--- config.mk ---
export PLATFORM = sky130hd
export DESIGN_NAME = http2_frame_deframer_flat
export DESIGN_NICKNAME = d
export VERILOG_FILES = /design/src/hw/rtl/h2df_pkg.sv /design/src/hw/rtl/h2df_if.sv /design/src/hw/rtl/h2df_parse.sv /design/src/hw/rtl/h2df_out_reg.sv /design/src/hw/rtl/http2_frame_deframer.sv /design/src/flat_wrapper.sv
export SDC_FILE = /design/constraint.sdc
export NUM_CORES = 1
export LEC_CHECK = 0
export BUFFER_PORTS_ARGS = -buffer_cell sky130_fd_sc_hd__buf_2
export CAP_MARGIN = 20
export CORE_MARGIN = 4
export CORE_UTILIZATION = 35
export CTS_CLUSTER_SIZE = 24
export DETAILED_ROUTE_END_ITERATION = 7
export HOLD_SLACK_MARGIN = 0.1
export SYNTH_ARGS = -nofsm -noshare
export SYNTH_HDL_FRONTEND = slang
export SYNTH_SLANG_ARGS = --single-unit
--- constraint.sdc ---
create_clock -name clk -period 6.8 [get_ports clk]
set_input_delay 0 -clock clk [delete_from_list [all_inputs] [get_ports clk]]
set_output_delay 0 -clock clk [all_outputs]
set_load 0.05 [all_outputs]
--- src/hw/rtl/h2df_pkg.sv ---
// Shared types and constants for the HTTP/2 frame deframer.
// Used by every module of the deframer; depends on nothing.
`timescale 1ns / 1ps

package h2df_pkg;

  localparam int unsigned HDR_BYTES = 9;
  localparam int unsigned CNT_W     = 4;

  // Byte positions inside the frame header.
  localparam logic [CNT_W-1:0] LEN_END   = 4'd3;
  localparam logic [CNT_W-1:0] TYPE_POS  = 4'd3;
  localparam logic [CNT_W-1:0] FLAGS_POS = 4'd4;
  localparam logic [CNT_W-1:0] HDR_LAST  = CNT_W'(HDR_BYTES - 1);

  localparam logic [7:0] LAST_KNOWN_TYPE = 8'd9;

  localparam logic KIND_HEADER  = 1'b0;
  localparam logic KIND_PAYLOAD = 1'b1;

  typedef struct packed {
    logic        item_kind;
    logic [23:0] frame_length;
    logic [7:0]  frame_type;
    logic [7:0]  frame_flags;
    logic [31:0] stream_number;
    logic        type_known;
    logic [7:0]  payload_byte;
    logic        frame_last;
  } result_t;

endpackage

--- src/hw/rtl/h2df_if.sv ---
// Valid/ready channel interfaces for the deframer byte input and item output.
// Depends on nothing.
`timescale 1ns / 1ps

interface h2df_in_if;
  logic       valid;
  logic       ready;
  logic [7:0] stream_byte;

  modport source (output valid, output stream_byte, input ready);
  modport sink   (input valid, input stream_byte, output ready);
endinterface

interface h2df_out_if;
  logic        valid;
  logic        ready;
  logic        item_kind;
  logic [23:0] frame_length;
  logic [7:0]  frame_type;
  logic [7:0]  frame_flags;
  logic [31:0] stream_number;
  logic        type_known;
  logic [7:0]  payload_byte;
  logic        frame_last;

  modport source (output valid, output item_kind, output frame_length, output frame_type,
                  output frame_flags, output stream_number, output type_known,
                  output payload_byte, output frame_last, input ready);
  modport sink   (input valid, input item_kind, input frame_length, input frame_type,
                  input frame_flags, input stream_number, input type_known,
                  input payload_byte, input frame_last, output ready);
endinterface

--- src/hw/rtl/h2df_parse.sv ---
// Header collection and payload counting for the deframer.
// Depends on h2df_pkg.
`timescale 1ns / 1ps

module h2df_parse (
  input  logic              clk,
  input  logic              rst_n,
  input  logic              accept,
  input  logic [7:0]        stream_byte,
  output logic              res_valid,
  output h2df_pkg::result_t res
);

  logic                          in_payload_r, in_payload_nxt;
  logic [h2df_pkg::CNT_W-1:0]    hdr_cnt_r, hdr_cnt_nxt;
  logic [23:0]                   rem_r, rem_nxt;
  logic [23:0]                   len_r, len_nxt;
  logic [7:0]                    type_r, type_nxt;
  logic [7:0]                    flags_r, flags_nxt;
  logic [31:0]                   stream_r, stream_nxt;
  logic                          pay_last;
  logic                          hdr_done;

  assign pay_last = (rem_r <= 24'd1);
  assign hdr_done = !in_payload_r && (hdr_cnt_r == h2df_pkg::HDR_LAST);

  always_comb begin
    in_payload_nxt = in_payload_r;
    hdr_cnt_nxt    = hdr_cnt_r;
    rem_nxt        = rem_r;
    len_nxt        = len_r;
    type_nxt       = type_r;
    flags_nxt      = flags_r;
    stream_nxt     = stream_r;
    if (in_payload_r) begin
      rem_nxt = rem_r - 24'd1;
      if (pay_last) begin
        in_payload_nxt = 1'b0;
        rem_nxt        = '0;
      end
    end else begin
      priority if (hdr_cnt_r < h2df_pkg::LEN_END) begin
        len_nxt = {len_r[15:0], stream_byte};
      end else if (hdr_cnt_r == h2df_pkg::TYPE_POS) begin
        type_nxt = stream_byte;
      end else if (hdr_cnt_r == h2df_pkg::FLAGS_POS) begin
        flags_nxt = stream_byte;
      end else begin
        stream_nxt = {stream_r[23:0], stream_byte};
      end
      if (hdr_done) begin
        hdr_cnt_nxt = '0;
        if (len_nxt != 24'd0) begin
          in_payload_nxt = 1'b1;
          rem_nxt        = len_nxt;
        end
      end else begin
        hdr_cnt_nxt = hdr_cnt_r + 1'b1;
      end
    end
  end

  // The header beat reports the fields including the byte arriving now.
  always_comb begin
    res_valid         = accept && (in_payload_r || hdr_done);
    res.frame_length  = len_nxt;
    res.frame_type    = type_nxt;
    res.frame_flags   = flags_nxt;
    res.stream_number = stream_nxt;
    res.type_known    = (type_nxt <= h2df_pkg::LAST_KNOWN_TYPE);
    if (in_payload_r) begin
      res.item_kind    = h2df_pkg::KIND_PAYLOAD;
      res.payload_byte = stream_byte;
      res.frame_last   = pay_last;
    end else begin
      res.item_kind    = h2df_pkg::KIND_HEADER;
      res.payload_byte = 8'd0;
      res.frame_last   = (len_nxt == 24'd0);
    end
  end

  always_ff @(posedge clk) begin
    if (!rst_n) begin
      in_payload_r <= 1'b0;
      hdr_cnt_r    <= '0;
      rem_r        <= '0;
    end else if (accept) begin
      in_payload_r <= in_payload_nxt;
      hdr_cnt_r    <= hdr_cnt_nxt;
      rem_r        <= rem_nxt;
    end
  end

  always_ff @(posedge clk) begin
    if (accept) begin
      len_r    <= len_nxt;
      type_r   <= type_nxt;
      flags_r  <= flags_nxt;
      stream_r <= stream_nxt;
    end
  end

  a_cnt_idle_in_payload: assert property (@(posedge clk) disable iff (!rst_n)
    in_payload_r |-> (hdr_cnt_r == '0))
    else $error("header count not cleared while passing payload");

  a_rem_nonzero: assert property (@(posedge clk) disable iff (!rst_n)
    in_payload_r |-> (rem_r != 24'd0))
    else $error("payload phase with no bytes remaining");

  a_enter_payload: assert property (@(posedge clk) disable iff (!rst_n)
    (accept && hdr_done && (len_nxt != 24'd0)) |=> (in_payload_r && rem_r == $past(len_nxt)))
    else $error("nonempty frame did not enter payload phase");

  a_leave_payload: assert property (@(posedge clk) disable iff (!rst_n)
    (accept && in_payload_r && pay_last) |=> (!in_payload_r && hdr_cnt_r == '0))
    else $error("last payload byte did not return to header collection");

endmodule

--- src/hw/rtl/h2df_out_reg.sv ---
// Result register between the deframer logic and the output channel.
// Depends on h2df_pkg.
`timescale 1ns / 1ps

module h2df_out_reg (
  input  logic              clk,
  input  logic              rst_n,
  input  logic              load,
  input  h2df_pkg::result_t res,
  input  logic              out_ready,
  output logic              out_valid,
  output logic              can_take,
  output h2df_pkg::result_t out_res
);

  logic              valid_r, valid_nxt;
  h2df_pkg::result_t data_r;

  // A new beat may enter in the same cycle the held one leaves.
  assign can_take = !valid_r || out_ready;

  always_comb begin
    valid_nxt = valid_r;
    if (out_ready) begin
      valid_nxt = 1'b0;
    end
    if (load) begin
      valid_nxt = 1'b1;
    end
  end

  always_ff @(posedge clk) begin
    if (!rst_n) begin
      valid_r <= 1'b0;
    end else begin
      valid_r <= valid_nxt;
    end
  end

  always_ff @(posedge clk) begin
    if (load) begin
      data_r <= res;
    end
  end

  assign out_valid = valid_r;
  assign out_res   = data_r;

endmodule

--- src/hw/rtl/http2_frame_deframer.sv ---
// HTTP/2 frame deframer: one stream byte per beat in, header and payload items out.
// A result appears on the output in the cycle after the byte that causes it.
// Throughput: one byte per cycle, limited only by output back-pressure.
// Reset (rst_n low, synchronous) clears the parser to header collection and empties
// the result register. Depends on h2df_pkg, h2df_if, h2df_parse and h2df_out_reg.
`timescale 1ns / 1ps

module http2_frame_deframer (
  input  logic        clk,
  input  logic        rst_n,
  h2df_in_if.sink     in_ch,
  h2df_out_if.source  out_ch
);

  logic              in_fire;
  logic              res_valid;
  logic              can_take;
  h2df_pkg::result_t res;
  h2df_pkg::result_t out_res;

  assign in_ch.ready = can_take;
  assign in_fire     = in_ch.valid && can_take;

  h2df_parse u_parse (
    .clk         (clk),
    .rst_n       (rst_n),
    .accept      (in_fire),
    .stream_byte (in_ch.stream_byte),
    .res_valid   (res_valid),
    .res         (res)
  );

  h2df_out_reg u_out_reg (
    .clk       (clk),
    .rst_n     (rst_n),
    .load      (res_valid),
    .res       (res),
    .out_ready (out_ch.ready),
    .out_valid (out_ch.valid),
    .can_take  (can_take),
    .out_res   (out_res)
  );

  assign out_ch.item_kind     = out_res.item_kind;
  assign out_ch.frame_length  = out_res.frame_length;
  assign out_ch.frame_type    = out_res.frame_type;
  assign out_ch.frame_flags   = out_res.frame_flags;
  assign out_ch.stream_number = out_res.stream_number;
  assign out_ch.type_known    = out_res.type_known;
  assign out_ch.payload_byte  = out_res.payload_byte;
  assign out_ch.frame_last    = out_res.frame_last;

endmodule

--- src/flat_wrapper.sv ---
// flat-port wrapper written by rule: the top's interface ports become plain ports
module http2_frame_deframer_flat 
  (clk, rst_n, in_ch_valid, in_ch_stream_byte, in_ch_ready, out_ch_valid, out_ch_item_kind, out_ch_frame_length, out_ch_frame_type, out_ch_frame_flags, out_ch_stream_number, out_ch_type_known, out_ch_payload_byte, out_ch_frame_last, out_ch_ready);
  h2df_in_if in_ch_i ();
  h2df_out_if out_ch_i ();
  input  logic clk;
  input  logic rst_n;
  input wire logic [$bits(in_ch_i.valid)-1:0] in_ch_valid;
  input wire logic [$bits(in_ch_i.stream_byte)-1:0] in_ch_stream_byte;
  output wire logic [$bits(in_ch_i.ready)-1:0] in_ch_ready;
  output wire logic [$bits(out_ch_i.valid)-1:0] out_ch_valid;
  output wire logic [$bits(out_ch_i.item_kind)-1:0] out_ch_item_kind;
  output wire logic [$bits(out_ch_i.frame_length)-1:0] out_ch_frame_length;
  output wire logic [$bits(out_ch_i.frame_type)-1:0] out_ch_frame_type;
  output wire logic [$bits(out_ch_i.frame_flags)-1:0] out_ch_frame_flags;
  output wire logic [$bits(out_ch_i.stream_number)-1:0] out_ch_stream_number;
  output wire logic [$bits(out_ch_i.type_known)-1:0] out_ch_type_known;
  output wire logic [$bits(out_ch_i.payload_byte)-1:0] out_ch_payload_byte;
  output wire logic [$bits(out_ch_i.frame_last)-1:0] out_ch_frame_last;
  input wire logic [$bits(out_ch_i.ready)-1:0] out_ch_ready;
  assign in_ch_i.valid = in_ch_valid;
  assign in_ch_i.stream_byte = in_ch_stream_byte;
  assign in_ch_ready = in_ch_i.ready;
  assign out_ch_valid = out_ch_i.valid;
  assign out_ch_item_kind = out_ch_i.item_kind;
  assign out_ch_frame_length = out_ch_i.frame_length;
  assign out_ch_frame_type = out_ch_i.frame_type;
  assign out_ch_frame_flags = out_ch_i.frame_flags;
  assign out_ch_stream_number = out_ch_i.stream_number;
  assign out_ch_type_known = out_ch_i.type_known;
  assign out_ch_payload_byte = out_ch_i.payload_byte;
  assign out_ch_frame_last = out_ch_i.frame_last;
  assign out_ch_i.ready = out_ch_ready;
  http2_frame_deframer u_core (.clk(clk), .rst_n(rst_n), .in_ch(in_ch_i), .out_ch(out_ch_i));
endmodule
; ---- Word level (Yosys, flattened, before mapping)
; Cells that the tools add are included.
[totals]
reg_bits = 185
out_inout_bits = 85
in_bits = 12
wordCells = 66
[op_classes]
n_eq_ne = 3
n_bitwise = 1
mux = 27
add_sub_neg = 2
n_reduce_logical = 14
order_cmp = 3
[op_table]
columns = cell, n
row1 = 2-to-1 mux 24 bit, 7
row2 = 2-to-1 mux 32 bit, 4
row3 = 2-to-1 mux 8 bit, 7
row4 = less-or-equal comparator 24 x 1 -> 1 bit (second input constant), 1
row5 = zero test 24 bit, 1
row6 = nonzero test 24 bit, 1
row7 = subtractor 24 x 1 -> 24 bit (second input constant), 1
row8 = less-or-equal comparator 8 x 4 -> 1 bit (second input constant), 1
row9 = 2-to-1 mux 1 bit, 8
row10 = nonzero test 2 bit, 3
row11 = adder 4 x 1 -> 4 bit (second input constant), 1
row12 = == test 4 x 2 -> 1 bit (second input constant), 1
row13 = == test 4 x 3 -> 1 bit (second input constant), 1
row14 = == test 4 bit (second input constant), 1
row15 = < comparator 4 x 2 -> 1 bit (second input constant), 1
row16 = 2-to-1 mux 4 bit, 1
row17 = logical AND 1 bit, 3
row18 = AND reduction 3 bit, 1
row19 = zero test 1 bit, 2
row20 = logical OR 1 bit, 2
row21 = AND reduction 2 bit, 1
row22 = inverter 1 bit, 1

; ---- Logic depth before layout (Yosys ltp)
[depth]
ltp_word = 7
ltp_mapped = 9
depth_no_buf = 8

; ---- By module
; A second synthesis with hierarchy kept.
[unflattened]
cells_unflattened = 567
hier_area_um2 = 7917.6
[by_module_without_submodules]
columns = module, seq_area_each_um2, n_inst, cells_each, area_each_um2
row1 = h2df_parse, 2742.6, 1, 479, 5370.2
row2 = h2df_out_reg, 2512.4, 1, 87, 2541.2
row3 = http2_frame_deframer, 0.0, 1, 1, 6.3

; ---- Worst setup path after synthesis
; OpenSTA, ideal clock, no wires.
[synth_timing]
path_kind = flip-flop to flip-flop
startpoint = register u_core.u_out_reg.valid_r, in the netlist u_core.u_out_reg.out_valid
endpoint = register u_core.u_out_reg.data_r (netlist bit u_core.u_out_reg.out_res[0]), enable pin
path_stages_with_launch = 6
required_time_ns = 6.364
setup_slack_ns = 0.711
t_arrival_ns = 5.652
path_buffers = 1
setup_ns = 0.436
period_less_slack_ns = 6.089
cell_sequence = dfxtp_1 nand2b_1 and2_1 clkbuf_1 o21ai_0 inv_1
[synth_between]
elab_chain_len = 4
[synth_rtl]
columns = element, line_no
row1 = from (decl), h2df_out_reg.sv:16  ; logic valid_r, valid_nxt;
row2 = from (signal assigned), h2df_out_reg.sv:36  ; valid_r <= valid_nxt;
row3 = zero test 1 bit, h2df_out_reg.sv:20  ; assign can_take = !valid_r || out_ready;
row4 = logical OR 1 bit, h2df_out_reg.sv:20
row5 = net in_ch_ready, flat_wrapper.sv:10  ; output wire logic [$bits(in_ch_i.ready)-1:0] in_ch_ready;
row6 = logical AND 1 bit, http2_frame_deframer.sv:22  ; assign in_fire = in_ch.valid && can_take;
row7 = net u_core.in_fire, http2_frame_deframer.sv:15  ; logic in_fire;
row8 = logical AND 1 bit, h2df_parse.sv:65  ; res_valid = accept && (in_payload_r || hdr_done);
row9 = net u_core.res_valid, http2_frame_deframer.sv:16  ; logic res_valid;
row10 = to (signal assigned), h2df_out_reg.sv:42  ; data_r <= res;
row11 = to (decl), h2df_out_reg.sv:17  ; h2df_pkg::result_t data_r;
; The timed path passes the listed nets, and every way through them passes these cells.
; A chain may end at the register's enable or synchronous reset.

; ---- Worst setup path in the final report
[layout_timing]
startpoint = register u_core.u_out_reg.valid_r, in the netlist u_core.u_out_reg.out_valid
endpoint = register u_core.u_out_reg.data_r (netlist bit u_core.u_out_reg.out_res[42]), enable pin
[layout_between]
elab_chain_len = 4
[layout_rtl]
columns = element, line_no
row1 = zero test 1 bit, h2df_out_reg.sv:20
row2 = logical OR 1 bit, h2df_out_reg.sv:20
row3 = logical AND 1 bit, http2_frame_deframer.sv:22
row4 = logical AND 1 bit, h2df_parse.sv:65
row5 = net u_core.res_valid, http2_frame_deframer.sv:16
; The timed path passes the listed nets, and every way through them passes these cells.

==> flow_metrics.py <==
metrics = {
    "run_status": {
        "status": "complete, no violations",
    },
    "synth": {
        "yosys_warnings": 0,
        "synth_adder_area_share": 0.00638,
        "synthArstFlopShare": 0,
        "synth_area_leaders": "edfxtp_1 59%, mux2_2 10%, dfxtp_1 7.7%, a21oi_1 3.1%, nand2_1 2.6%",
        "synthSimpleGateAreaFrac": 0.106,
        "synth_seq_area_share": 0.670,
        "synth_area_mm2": 0.00785,
        "ys_types": 49,
        "synthCells": 586,
        "synth_xor_area_frac": 0.00112,
        "synth_top_area_cell": "edfxtp_1",
        "synthMuxAreaShare": 0.115,
        "synth_top_family_by_area": "multiplexers",
        "synth_edf_count": 155,
        "syn_area_per_cell_um2": 13.4,
        "syn_nets": 602,
        "ys_ff_latch": 185,
        "synth_top_area_share": 0.593,
        "synth_compound_area_frac": 0.0808,
        "yosys_most_used_dff": "edfxtp_1",
    },
    "timing": {
        "holdWs_ps": 465,
        "worst_slew_pin_slew_ps": 1000,
        "max_freq_mhz": 300,
        "final_hold_viol_count": 0,
        "relSlewSlack": 0.324,
        "min_period_over_period": 0.489,
        "slew_viol_final": 0,
        "tns_ps": 0,
        "rsz0062_at_grt": "no",
        "setup-violations-final": 0,
        "fin_skew_ps": 12.0,
        "finalCriticalPeriod_ps": 3330,
    },
    "drt": {
        "drtPass1Iterations": 5,
        "drt_iter0_drc": 539,
        "drc": 0,
        "wire_per_inst_um": 18.9,
        "num_vias": 5203,
        "drt-total-wl_um": 18600,
        "ant_nets": 0,
        "via_per_inst": 5.29,
    },
    "power_and_ir_drop": {
        "clkPwrFrac": 0.423,
        "ir_drop_v": 0.000158,
        "p_leak_nw": 3.42,
        "swShare": 0.232,
        "comb_power_share": 0.041,
        "p_int_mw": 1.83,
        "cellPowerDensity_mw_per_mm2": 256,
        "total_power_mw": 2.39,
        "seq_power_share": 0.535,
        "switchingPower_uw": 556,
    },
    "cts": {
        "clk_pin_slew_ps": 80,
        "clockRootBuffer": "clkbuf_16",
        "cts_post_setup_buffers_inserted": 0,
        "cts_inserted_buffers": 17,
        "cts_max_path_buffers": 2,
        "cts.repair.resized": 0,
        "cts_max_level": 4,
        "cts-hold-fix-buffers": 11,
        "cts_tree": "built",
        "cts_sinks": 185,
        "clk_latency_ps": 430,
    },
    "critical_path": {
        "slowest_delay_ps": 810,
        "r2r.worst_path.cells": 5,
        "crit_chain": "nand2b_1 > and2_4 > o21ai_0 > clkinv_2 > buf_4",
        "arrival_ps": 3380,
        "cp_top_family": "buffers and inverters",
        "critPathMaxFanout": 76,
        "cp_slowest_cell": "and2_4",
        "critPathCaptureType": "flop",
        "worst-r2r-setup-slack_ps": 3470,
        "cp.required_ps": 6860,
        "startpoint_type": "flop",
        "worstSetupPathType": "reg2reg",
        "rr_endpoint": "u_core.u_out_reg.out_res[42]$_DFFE_PP_",
        "r2r_start": "u_core.u_out_reg.out_valid$_SDFFE_PN0P_",
        "worst-path-buf-inv": 2,
        "path_depth": 5,
    },
    "global_routing": {
        "grt_pass1_wl_um": 29200,
        "grt_start_max_net_pins": 77,
        "gr-total-overflow": 0,
        "antenna_found_initial": 0,
        "grt_pass1_vias": 5160,
        "track_usage": 0.151,
    },
    "worst_hold_path": {
        "worstHoldEndpoint": "u_core.u_parse.rem_r[19]$_SDFFE_PN0P_",
        "hp-class": "in2reg",
        "holdCritStartpoint": "rst_n",
        "whs_path_depth": 4,
    },
    "die": {
        "core_mm2": 0.0220,
        "die_y_um": 158,
        "die_area_mm2": 0.0249,
        "num_rows": 54,
        "ios": 97,
        "die_w_um": 158,
        "start_util": 0.357,
    },
    "run": {
        "cap_viol_max_count": 0,
    },
    "placed_design": {
        "placed_cell_area_mm2": 0.00861,
        "portBuffers": 96,
        "gp_congestion": 0.836,
        "dpl.hpwl_um": 12300,
    },
    "layout": {
        "syn_to_final_growth_pct": 19.1,
        "fin_nets": 706,
        "insertedDiodeCount": 0,
        "finish.utilization": 0.426,
        "drive_above_1_share": 0.312,
        "fillers": 1984,
        "stdcell_area_mm2": 0.00935,
    },
}
==> synth_stat cells, types with 5 or more instances <==
| master | n |
|---|---|
| a21oi_1 | 48 |
| and2_1 | 11 |
| clkbuf_1 | 24 |
| dfxtp_1 | 30 |
| edfxtp_1 | 155 |
| inv_1 | 10 |
| mux2_2 | 72 |
| mux2i_1 | 9 |
| nand2_1 | 55 |
| nor2_1 | 27 |
| nor3_1 | 20 |
| nor4_1 | 19 |
| o21ai_0 | 33 |
| o22ai_1 | 9 |
| or3_1 | 5 |
==> area by class of cell <==
cell class | instances | area [um^2] | area share
clock buffer | 17 | 425 | 0.0455
multi-input combinational | 361 | 2430 | 0.261
clock inverter | 15 | 195 | 0.0209
tap | 280 | 350 | 0.0375
sequential | 185 | 5260 | 0.562
inverter | 11 | 42.5 | 0.00455
timing repair buffer | 114 | 643 | 0.0688
==> flip-flops by register name, indices dropped and copies added (netlist names) <==
register	cells
u_core.u_parse.flags_r	8
u_core.u_parse.type_r	8
u_core.u_out_reg.out_res	83
u_core.u_parse.in_payload_r	1
u_core.u_parse.hdr_cnt_r	4
u_core.u_parse.rem_r	24
u_core.u_out_reg.out_valid	1
u_core.u_parse.len_r	24
u_core.u_parse.stream_r	32
==> placed cells by master (no fill, tap or decap), types with 2 or more instances in the layout <==
cell	n
inv_8	4
edfxtp_1	155
o22ai_1	9
nor2b_1	2
o21a_1	3
inv_1	9
nor2_1	25
dfxtp_1	30
nand4_1	4
nand3_1	2
nand2_1	55
or3_1	5
dlygate4sd3_1	11
buf_4	6
nor4_1	19
and3_1	2
and2_1	10
or2_2	2
mux2i_1	9
o211ai_1	2
mux2_2	72
or4_1	2
a21o_1	2
a211oi_1	3
a21oi_1	48
o21ai_1	2
ha_1	4
a31oi_1	4
nand2b_1	2
nor3b_1	3
nor3_1	20
clkinv_2	2
o21ai_0	33
buf_2	96
clkinv_8	4
clkbuf_16	17
inv_6	2
==> stage by stage <==
step | setup WS (ps) | instances
4_1_cts | 3380 | 982
2_1_floorplan | 711 | 586
3_3_place_gp | 3530 | 939
3_5_place_dp | 3390 | 939
6_report | 3470 | 983
5_1_grt | 3080 | 983
==> worst reg2reg max path: cells and delay by family (launching register included) <==
kind | cells | cell delay [ps]
AO/OA/AOI/OAI | 1 | 500
buffers and inverters | 2 | 1130
flip-flops | 1 | 310
AND/OR/NAND/NOR | 2 | 950
==> power by group through the flow <==
stage / registers, mW / logic, mW / clock network (mW)
after floorplan: 1.30 / 0.0623 / 0
after global placement: 1.30 / 0.0899 / 0
after detailed placement: 1.30 / 0.0933 / 0
after CTS: 1.28 / 0.0994 / 1.03
after global routing: 1.28 / 0.109 / 1.08
final: 1.28 / 0.0989 / 1.01
==> per-layer routing <==
| metal | routed length [um] | track usage |
|---|---|---|
| met4 | 384 | 0.0528 |
| met2 | 9080 | 0.243 |
| met1 | 8310 | 0.204 |
| met3 | 826 | 0.0314 |
| met5 | 0 | 0 |
==> kinds of logic after synthesis <==
kind of cell | Yosys count
AO/OA/AOI/OAI | 112
AND/OR/NAND/NOR | 163
buffers and inverters | 40
multiplexers | 81
adder cells (fa/ha/maj) | 4
XOR/XNOR | 1
flip-flops | 185
==> worst max-delay path by stage <==
stage | from | end
3_5_place_dp | u_core.u_out_reg.out_valid$_SDFFE_PN0P_ | u_core.u_out_reg.out_res[33]$_DFFE_PP_
5_1_grt | u_core.u_out_reg.out_valid$_SDFFE_PN0P_ | u_core.u_out_reg.out_res[42]$_DFFE_PP_
4_1_cts | u_core.u_out_reg.out_valid$_SDFFE_PN0P_ | u_core.u_out_reg.out_res[4]$_SDFFCE_PN0P_
6_report | u_core.u_out_reg.out_valid$_SDFFE_PN0P_ | u_core.u_out_reg.out_res[42]$_DFFE_PP_
3_3_place_gp | u_core.u_out_reg.out_valid$_SDFFE_PN0P_ | u_core.u_out_reg.out_res[17]$_DFFE_PP_
2_1_floorplan | u_core.u_out_reg.out_valid$_SDFFE_PN0P_ | u_core.u_out_reg.out_res[0]$_DFFE_PP_
(Power assumes the default switching activity.)
